**src/hw/rtl/sseg_pkg.sv**
```systemverilog
package sseg_pkg;

  localparam int unsigned NumW  = 14;
  localparam int unsigned BcdW  = 16;
  localparam int unsigned CntW  = $clog2(NumW + 1);
  localparam int unsigned IdxW  = 3;

  localparam logic [7:0] CmdData = 8'h40;
  localparam logic [7:0] CmdAddr = 8'hC0;
  localparam logic [7:0] CmdCtrl = 8'h80;
  localparam logic [7:0] DotMask = 8'h80;

  localparam logic ReqNumber = 1'b0;

  localparam logic [IdxW-1:0] ItemData = 3'd0;
  localparam logic [IdxW-1:0] ItemAddr = 3'd1;
  localparam logic [IdxW-1:0] ItemSeg0 = 3'd2;
  localparam logic [IdxW-1:0] ItemSeg3 = 3'd5;
  localparam logic [IdxW-1:0] ItemCtrl = 3'd6;

  typedef enum logic [1:0] {
    StIdle,
    StConv,
    StEmit
  } state_e;

  typedef struct packed {
    logic            start;
    logic [NumW-1:0] bin;
  } bcd_req_t;

  typedef struct packed {
    logic            done;
    logic [BcdW-1:0] bcd;
  } bcd_rsp_t;

  function automatic logic [7:0] seg_of(input logic [3:0] digit);
    logic [7:0] seg;
    case (digit)
      4'd0:    seg = 8'h3F;
      4'd1:    seg = 8'h06;
      4'd2:    seg = 8'h5B;
      4'd3:    seg = 8'h4F;
      4'd4:    seg = 8'h66;
      4'd5:    seg = 8'h6D;
      4'd6:    seg = 8'h7D;
      4'd7:    seg = 8'h07;
      4'd8:    seg = 8'h7F;
      4'd9:    seg = 8'h6F;
      default: seg = 8'h00;
    endcase
    return seg;
  endfunction

endpackage

```
**src/hw/rtl/sseg_if.sv**
```systemverilog
interface sseg_in_if;
  logic        valid;
  logic        ready;
  logic        req_type;
  logic [13:0] number;
  logic [7:0]  dots_in;
  logic [7:0]  seg_byte0;
  logic [7:0]  seg_byte1;
  logic [7:0]  seg_byte2;
  logic [7:0]  seg_byte3;
  logic [1:0]  start_pos;

  modport source (
    output valid, req_type, number, dots_in, seg_byte0, seg_byte1, seg_byte2,
           seg_byte3, start_pos,
    input  ready
  );
  modport sink (
    input  valid, req_type, number, dots_in, seg_byte0, seg_byte1, seg_byte2,
           seg_byte3, start_pos,
    output ready
  );
endinterface

interface sseg_out_if;
  logic       valid;
  logic       ready;
  logic [7:0] out_byte;
  logic       start_before;
  logic       stop_after;
  logic       last;

  modport source (
    output valid, out_byte, start_before, stop_after, last,
    input  ready
  );
  modport sink (
    input  valid, out_byte, start_before, stop_after, last,
    output ready
  );
endinterface

```
**src/hw/rtl/seven_segment_display_frame_writer_top.sv**
```systemverilog
// Frame writer for a four-digit seven-segment display driver.
// in_ch (valid/ready) takes one update request per item; out_ch (valid/ready)
// returns seven items per request: data command, address command, four
// segment bytes ORed with the stored dot mask, and the display control byte.
// start_before/stop_after mark the link conditions, last flags the seventh.
// cfg_we_i/cfg_wdata_i write the 4-bit brightness nibble; write only while idle.
// Number mode: the value is converted to decimal by a bit-serial shift-add-3
// converter, one binary bit per cycle, then the seven bytes follow one per
// cycle while the receiver is ready. Raw mode skips the converter and goes
// straight to emitting the seven bytes.
// One request is in flight at a time; in_ch.ready is high only between
// requests. The output register holds an item until taken, so a stalled
// receiver simply pauses the sequence without loss.
// Reset clears the brightness and the stored dot mask and empties the output.
module seven_segment_display_frame_writer_top (
  input  logic       clk_i,
  input  logic       rst_ni,
  input  logic       cfg_we_i,
  input  logic [3:0] cfg_wdata_i,
  sseg_in_if.sink    in_ch,
  sseg_out_if.source out_ch
);
  import sseg_pkg::*;

  logic [3:0] brightness_q;
  bcd_req_t   bcd_req;
  bcd_rsp_t   bcd_rsp;

  always_ff @(posedge clk_i or negedge rst_ni) begin
    if (!rst_ni) begin
      brightness_q <= '0;
    end else if (cfg_we_i) begin
      brightness_q <= cfg_wdata_i;
    end
  end

  sseg_bcd u_bcd (
    .clk_i  (clk_i),
    .rst_ni (rst_ni),
    .req_i  (bcd_req),
    .rsp_o  (bcd_rsp)
  );

  sseg_frame u_frame (
    .clk_i        (clk_i),
    .rst_ni       (rst_ni),
    .brightness_i (brightness_q),
    .in_ch        (in_ch),
    .out_ch       (out_ch),
    .bcd_req_o    (bcd_req),
    .bcd_rsp_i    (bcd_rsp)
  );

endmodule

```
**src/hw/rtl/sseg_bcd.sv**
```systemverilog
module sseg_bcd (
  input  logic              clk_i,
  input  logic              rst_ni,
  input  sseg_pkg::bcd_req_t req_i,
  output sseg_pkg::bcd_rsp_t rsp_o
);
  import sseg_pkg::*;

  logic            busy_q, busy_d;
  logic            done_q, done_d;
  logic [CntW-1:0] cnt_q, cnt_d;
  logic [NumW-1:0] bin_q, bin_d;
  logic [BcdW-1:0] bcd_q, bcd_d;
  logic [BcdW-1:0] adj;

  // add-3 correction per digit, then shift in one binary bit; the carry out
  // of the thousands digit is dropped, which keeps the value modulo 10000
  always_comb begin
    for (int k = 0; k < BcdW / 4; k++) begin
      adj[4*k +: 4] = (bcd_q[4*k +: 4] >= 4'd5) ? bcd_q[4*k +: 4] + 4'd3
                                                 : bcd_q[4*k +: 4];
    end
  end

  always_comb begin
    busy_d = busy_q;
    done_d = 1'b0;
    cnt_d  = cnt_q;
    bin_d  = bin_q;
    bcd_d  = bcd_q;
    if (req_i.start) begin
      busy_d = 1'b1;
      cnt_d  = CntW'(NumW);
      bin_d  = req_i.bin;
      bcd_d  = '0;
    end else if (busy_q) begin
      bcd_d = {adj[BcdW-2:0], bin_q[NumW-1]};
      bin_d = {bin_q[NumW-2:0], 1'b0};
      cnt_d = cnt_q - CntW'(1);
      if (cnt_q == CntW'(1)) begin
        busy_d = 1'b0;
        done_d = 1'b1;
      end
    end
  end

  always_ff @(posedge clk_i or negedge rst_ni) begin
    if (!rst_ni) begin
      busy_q <= 1'b0;
      done_q <= 1'b0;
      cnt_q  <= '0;
    end else begin
      busy_q <= busy_d;
      done_q <= done_d;
      cnt_q  <= cnt_d;
    end
  end

  always_ff @(posedge clk_i) begin
    bin_q <= bin_d;
    bcd_q <= bcd_d;
  end

  assign rsp_o.done = done_q;
  assign rsp_o.bcd  = bcd_q;

endmodule

```
**src/hw/rtl/sseg_frame.sv**
```systemverilog
module sseg_frame (
  input  logic               clk_i,
  input  logic               rst_ni,
  input  logic [3:0]         brightness_i,
  sseg_in_if.sink            in_ch,
  sseg_out_if.source         out_ch,
  output sseg_pkg::bcd_req_t bcd_req_o,
  input  sseg_pkg::bcd_rsp_t bcd_rsp_i
);
  import sseg_pkg::*;

  state_e          state_q, state_d;
  logic [IdxW-1:0] idx_q, idx_d;
  logic [3:0][7:0] seg_q, seg_d;
  logic [1:0]      addr_q, addr_d;
  logic [7:0]      dots_q, dots_d;
  logic            ovalid_q, ovalid_d;
  logic [7:0]      obyte_q, obyte_d;
  logic            ostart_q, ostart_d;
  logic            ostop_q, ostop_d;
  logic            olast_q, olast_d;
  logic            load;

  always_comb begin
    state_d  = state_q;
    idx_d    = idx_q;
    seg_d    = seg_q;
    addr_d   = addr_q;
    dots_d   = dots_q;
    ovalid_d = ovalid_q;
    obyte_d  = obyte_q;
    ostart_d = ostart_q;
    ostop_d  = ostop_q;
    olast_d  = olast_q;
    in_ch.ready     = 1'b0;
    bcd_req_o.start = 1'b0;
    bcd_req_o.bin   = in_ch.number;
    load = !ovalid_q || out_ch.ready;

    if (out_ch.ready) begin
      ovalid_d = 1'b0;
    end

    unique case (state_q)
      StIdle: begin
        in_ch.ready = 1'b1;
        idx_d = ItemData;
        if (in_ch.valid) begin
          if (in_ch.req_type == ReqNumber) begin
            bcd_req_o.start = 1'b1;
            addr_d  = 2'd0;
            dots_d  = in_ch.dots_in & DotMask;
            state_d = StConv;
          end else begin
            seg_d   = {in_ch.seg_byte3, in_ch.seg_byte2, in_ch.seg_byte1, in_ch.seg_byte0};
            addr_d  = in_ch.start_pos;
            state_d = StEmit;
          end
        end
      end
      StConv: begin
        if (bcd_rsp_i.done) begin
          for (int k = 0; k < 4; k++) begin
            seg_d[k] = seg_of(bcd_rsp_i.bcd[4*(3-k) +: 4]);
          end
          state_d = StEmit;
        end
      end
      StEmit: begin
        if (load) begin
          ovalid_d = 1'b1;
          idx_d    = idx_q + IdxW'(1);
          ostart_d = 1'b0;
          ostop_d  = 1'b0;
          olast_d  = 1'b0;
          case (idx_q) inside
            ItemData: begin
              obyte_d  = CmdData;
              ostart_d = 1'b1;
              ostop_d  = 1'b1;
            end
            ItemAddr: begin
              obyte_d  = CmdAddr | {6'd0, addr_q};
              ostart_d = 1'b1;
            end
            [ItemSeg0:ItemSeg3]: begin
              obyte_d = seg_q[0] | dots_q;
              ostop_d = (idx_q == ItemSeg3);
              seg_d   = {8'd0, seg_q[3:1]};
            end
            default: begin
              obyte_d  = CmdCtrl | {4'd0, brightness_i};
              ostart_d = 1'b1;
              ostop_d  = 1'b1;
              olast_d  = 1'b1;
              state_d  = StIdle;
            end
          endcase
        end
      end
      default: state_d = StIdle;
    endcase
  end

  always_ff @(posedge clk_i or negedge rst_ni) begin
    if (!rst_ni) begin
      state_q  <= StIdle;
      idx_q    <= ItemData;
      dots_q   <= '0;
      ovalid_q <= 1'b0;
    end else begin
      state_q  <= state_d;
      idx_q    <= idx_d;
      dots_q   <= dots_d;
      ovalid_q <= ovalid_d;
    end
  end

  always_ff @(posedge clk_i) begin
    seg_q    <= seg_d;
    addr_q   <= addr_d;
    obyte_q  <= obyte_d;
    ostart_q <= ostart_d;
    ostop_q  <= ostop_d;
    olast_q  <= olast_d;
  end

  assign out_ch.valid        = ovalid_q;
  assign out_ch.out_byte     = obyte_q;
  assign out_ch.start_before = ostart_q;
  assign out_ch.stop_after   = ostop_q;
  assign out_ch.last         = olast_q;

endmodule

```
**src/flat_wrapper.sv**
```systemverilog
// flat-port wrapper written by rule: the top's interface ports become plain ports
module seven_segment_display_frame_writer_top_flat import sseg_pkg::*;
  (clk_i, rst_ni, cfg_we_i, cfg_wdata_i, in_ch_valid, in_ch_req_type, in_ch_number, in_ch_dots_in, in_ch_seg_byte0, in_ch_seg_byte1, in_ch_seg_byte2, in_ch_seg_byte3, in_ch_start_pos, in_ch_ready, out_ch_valid, out_ch_out_byte, out_ch_start_before, out_ch_stop_after, out_ch_last, out_ch_ready);
  sseg_in_if in_ch_i ();
  sseg_out_if out_ch_i ();
  input  logic clk_i;
  input  logic rst_ni;
  input  logic cfg_we_i;
  input  logic [3:0] cfg_wdata_i;
  input wire logic [$bits(in_ch_i.valid)-1:0] in_ch_valid;
  input wire logic [$bits(in_ch_i.req_type)-1:0] in_ch_req_type;
  input wire logic [$bits(in_ch_i.number)-1:0] in_ch_number;
  input wire logic [$bits(in_ch_i.dots_in)-1:0] in_ch_dots_in;
  input wire logic [$bits(in_ch_i.seg_byte0)-1:0] in_ch_seg_byte0;
  input wire logic [$bits(in_ch_i.seg_byte1)-1:0] in_ch_seg_byte1;
  input wire logic [$bits(in_ch_i.seg_byte2)-1:0] in_ch_seg_byte2;
  input wire logic [$bits(in_ch_i.seg_byte3)-1:0] in_ch_seg_byte3;
  input wire logic [$bits(in_ch_i.start_pos)-1:0] in_ch_start_pos;
  output wire logic [$bits(in_ch_i.ready)-1:0] in_ch_ready;
  output wire logic [$bits(out_ch_i.valid)-1:0] out_ch_valid;
  output wire logic [$bits(out_ch_i.out_byte)-1:0] out_ch_out_byte;
  output wire logic [$bits(out_ch_i.start_before)-1:0] out_ch_start_before;
  output wire logic [$bits(out_ch_i.stop_after)-1:0] out_ch_stop_after;
  output wire logic [$bits(out_ch_i.last)-1:0] out_ch_last;
  input wire logic [$bits(out_ch_i.ready)-1:0] out_ch_ready;
  assign in_ch_i.valid = in_ch_valid;
  assign in_ch_i.req_type = in_ch_req_type;
  assign in_ch_i.number = in_ch_number;
  assign in_ch_i.dots_in = in_ch_dots_in;
  assign in_ch_i.seg_byte0 = in_ch_seg_byte0;
  assign in_ch_i.seg_byte1 = in_ch_seg_byte1;
  assign in_ch_i.seg_byte2 = in_ch_seg_byte2;
  assign in_ch_i.seg_byte3 = in_ch_seg_byte3;
  assign in_ch_i.start_pos = in_ch_start_pos;
  assign in_ch_ready = in_ch_i.ready;
  assign out_ch_valid = out_ch_i.valid;
  assign out_ch_out_byte = out_ch_i.out_byte;
  assign out_ch_start_before = out_ch_i.start_before;
  assign out_ch_stop_after = out_ch_i.stop_after;
  assign out_ch_last = out_ch_i.last;
  assign out_ch_i.ready = out_ch_ready;
  seven_segment_display_frame_writer_top u_core (.clk_i(clk_i), .rst_ni(rst_ni), .cfg_we_i(cfg_we_i), .cfg_wdata_i(cfg_wdata_i), .in_ch(in_ch_i), .out_ch(out_ch_i));
endmodule
```
**config.mk**
```make
export PLATFORM = sky130hd
export DESIGN_NAME = seven_segment_display_frame_writer_top_flat
export DESIGN_NICKNAME = d
export VERILOG_FILES = /design/src/hw/rtl/sseg_pkg.sv /design/src/hw/rtl/sseg_if.sv /design/src/hw/rtl/seven_segment_display_frame_writer_top.sv /design/src/hw/rtl/sseg_bcd.sv /design/src/hw/rtl/sseg_frame.sv /design/src/flat_wrapper.sv
export SDC_FILE = /design/constraint.sdc
export NUM_CORES = 1
export LEC_CHECK = 0
export BUFFER_PORTS_ARGS = -buffer_cell sky130_fd_sc_hd__buf_2
export CAP_MARGIN = 5
export CORE_MARGIN = 2
export CORE_UTILIZATION = 60
export DETAILED_ROUTE_END_ITERATION = 7
export GPL_TIMING_DRIVEN = 0
export PLACE_DENSITY = 0.89
export SYNTH_ARGS = -nofsm -noshare
export SYNTH_HDL_FRONTEND = slang
export SYNTH_HIERARCHICAL = 1
export SYNTH_SLANG_ARGS = --single-unit
export TNS_END_PERCENT = 10
```
**constraint.sdc**
```tcl
create_clock -name clk_i -period 6.15 [get_ports clk_i]
set_input_delay 1.5375 -clock clk_i [delete_from_list [all_inputs] [get_ports clk_i]]
set_output_delay 1.5375 -clock clk_i [all_outputs]
set_load 0.03 [all_outputs]
```
==> impl_metrics.ini <==
[run_status]
status = completed

[power]
ir_worst_vdd_v = 0.000274
leakagePower_uw = 0.00241
powerDensity_nw_per_um2 = 551

[cells_and_area]
num_antenna_cells = 0
multi_input_area_um2 = 2370
drive_above_1_share = 0.226
fin_util = 0.680
layout_common_cells = buf_2 (64), edfxtp_1 (59), ha_1 (38)
fin_nets = 670
area_delta_synth_final_pct = 12.0
final_common_cell = buf_2
register_area_um2 = 2520
fillers = 633

[yosys]
async_flop_share = 0.185
yosysWarningCount = 6
synth_edf_count = 59
syn_avg_cell_area_um2 = 10.5
syn_area_um2 = 5220
yosysUniqueCellTypes = 57
syn_inst = 497
synth-seq-area-share = 0.483
synth_fp_nets = 601
ys_ff_latch = 92
synthFlopType = edfxtp_1

[cts]
numCtsBuffers = 9
cts_tree = yes
cts_sinks = 92
clockBufferDepth = 2
cts_resized = 0
cts_setup_buffers = 0
ctsHoldBuffers = 0
clk_pin_slew_ns = 0.08
h-tree-depth = 3
clk-insertion-delay-late_ns = 0.35
cts_root_buf = clkbuf_8

[timing]
worst_clock_skew_ns = 0.00850
worst_pin_slew_ns = 0.710
grt_setup_unrepaired = false
max_slew_margin = 0.523
finalHoldViolCount = 0
drv_slew = 0
min_period_over_period = 0.566
setup_tns_ns = 0
fmax_ghz = 0.287
fin_crit_ns = 3.48
setup_viol_count_final = 0

[critical_path]
r2r-end = u_core/u_bcd/bin_q[3]
cp-end-kind = flop
setup.worst_path.start_class = input pin
r2r_cells = 7
setup.worst_path.class = input pin to flop
cp_max_fo = 14
cp_data_arrival_time_ns = 3.47
r2r_slack_ns = 3.12
crit_required_ns = 6.14
r2r-start = u_core/u_frame/state_q[1]

[floorplanning]
die_y_um = 97.2
row_count = 34
core_um2 = 8590
io_pins = 79
die_w_um = 97.2
die_area_um2 = 9450
start_util = 0.607

[routing]
post_drt_via_cell_ratio = 5.91
first_pass_iters = 5
wl_per_cell_um = 16.5
num_vias = 4016
drc_errors = 0
first_iter_violations = 275
postRouteAntennaNets = 0
routed_wl_um = 11200

[worst_hold_path]
min_to = u_core/u_bcd/bcd_q[15]
min_path_type = flop to flop
hp-start = u_core/u_bcd/bcd_q[15]
hold_depth = 2

[grt]
grt_max_degree = 25
grt_pass1_vias = 4068
overflow = 0
antenna_found_initial = 0
grt_usage = 0.238
grt_pass1_wl_um = 18400

[run]
drv_cap = 0

[placement]
gp_congestion = 0.879
post-dp-hpwl_um = 8140
portBuffers = 57
## worst max path at each step
stage,start,endpoint,slack [ns],depth (start not counted)
floorplan,out_ch_ready,u_core/u_frame/seg_q[0],1.83,4
global placement,out_ch_ready,u_core/u_frame/seg_q[29],1.14,5
detailed placement,in_ch_req_type,u_core/u_bcd/bin_q[8],2.28,5
CTS,in_ch_req_type,u_core/u_bcd/bin_q[10],2.66,5
global route,in_ch_valid,u_core/u_bcd/bin_q[3],2.52,6
finish,in_ch_req_type,u_core/u_bcd/bin_q[3],2.67,5
## stage by stage
stage | power [uW] | area [um^2] | hold WS, ns | std cells | setup WS (ns)
after CTS | 3200 | 5840 | 0.482 | 679 | 2.66
after detailed placement | 2840 | 5670 | 0.466 | 663 | 2.28
after global routing | 3430 | 5840 | 0.527 | 679 | 2.52
after global placement | 2690 | 5640 | 0.462 | 662 | 1.14
final | 3220 | 5840 | 0.485 | 679 | 2.67
after floorplan | 2400 | 5220 | 0.443 | 497 | 1.83
## registers in the layout, summed over array words and instances (netlist names), 3 cells and up
| name | flops |
|---|---|
| u_core/u_bcd/bcd_q | 16 |
| u_core/u_bcd/cnt_q | 4 |
| u_core/brightness_q | 4 |
| u_core/u_frame/idx_q | 3 |
| u_core/u_frame/seg_q | 32 |
| u_core/u_bcd/bin_q | 14 |
| u_core/u_frame/out_ch.out_byte | 8 |
## cells in the mapped netlist (12+ instances only)
cell,instances,area share
a21oi_1,34,0.033
buf_4,15,0.022
dfrtp_1,17,0.082
dfxtp_1,16,0.061
edfxtp_1,59,0.34
ha_1,38,0.091
inv_1,37,0.027
mux2_2,18,0.039
nand2_1,30,0.022
nand2b_1,14,0.017
nand3_1,12,0.012
nor2_1,33,0.024
nor2b_1,13,0.016
o21ai_0,33,0.032
## cell families after synthesis
family                     count (synthesis)  share of synthesized area
AOI/OAI and AO/OA                        134                      0.176
xor gates and xnor gates                   7                     0.0118
adders and majority gates                 38                     0.0912
buffers and inverters                     74                     0.0657
DFF                                       92                      0.483
muxes                                     22                     0.0475
and+or+nand+nor                          130                      0.125
## worst max-delay path, cell delays in order
cell and delay (ns):
buf_2 0.14, nor3_1 0.61, buf_2 0.35, buf_2 0.28, or2_1 0.55
## metal layers
| layer | GRT usage | wire, um | vias up |
|---|---|---|---|
| met1 | 0.276 | 4490 | 1925 |
| li1 | - | - | 1918 |
| met5 | 0 | 0 | - |
| met3 | 0.0518 | 686 | 20 |
| met4 | 0.0759 | 199 | 0 |
| met2 | 0.439 | 5830 | 153 |
## area by class of cell
type,count,share of cell area
multi-input cells,331,0.405
inverters,40,0.0257
repair buffers,58,0.0535
flip-flops and latches,92,0.431
well taps,108,0.0231
clock inverters,7,0.00750
plain buffers,34,0.0330
clock buffers,9,0.0212
## power by group
group | switching [uW] | internal, uW | total, uW
sequential | 201 | 1070 | 1270
combinational | 963 | 637 | 1600
clock | 209 | 145 | 354
No activity file was read; power rests on OpenSTA's default activity.
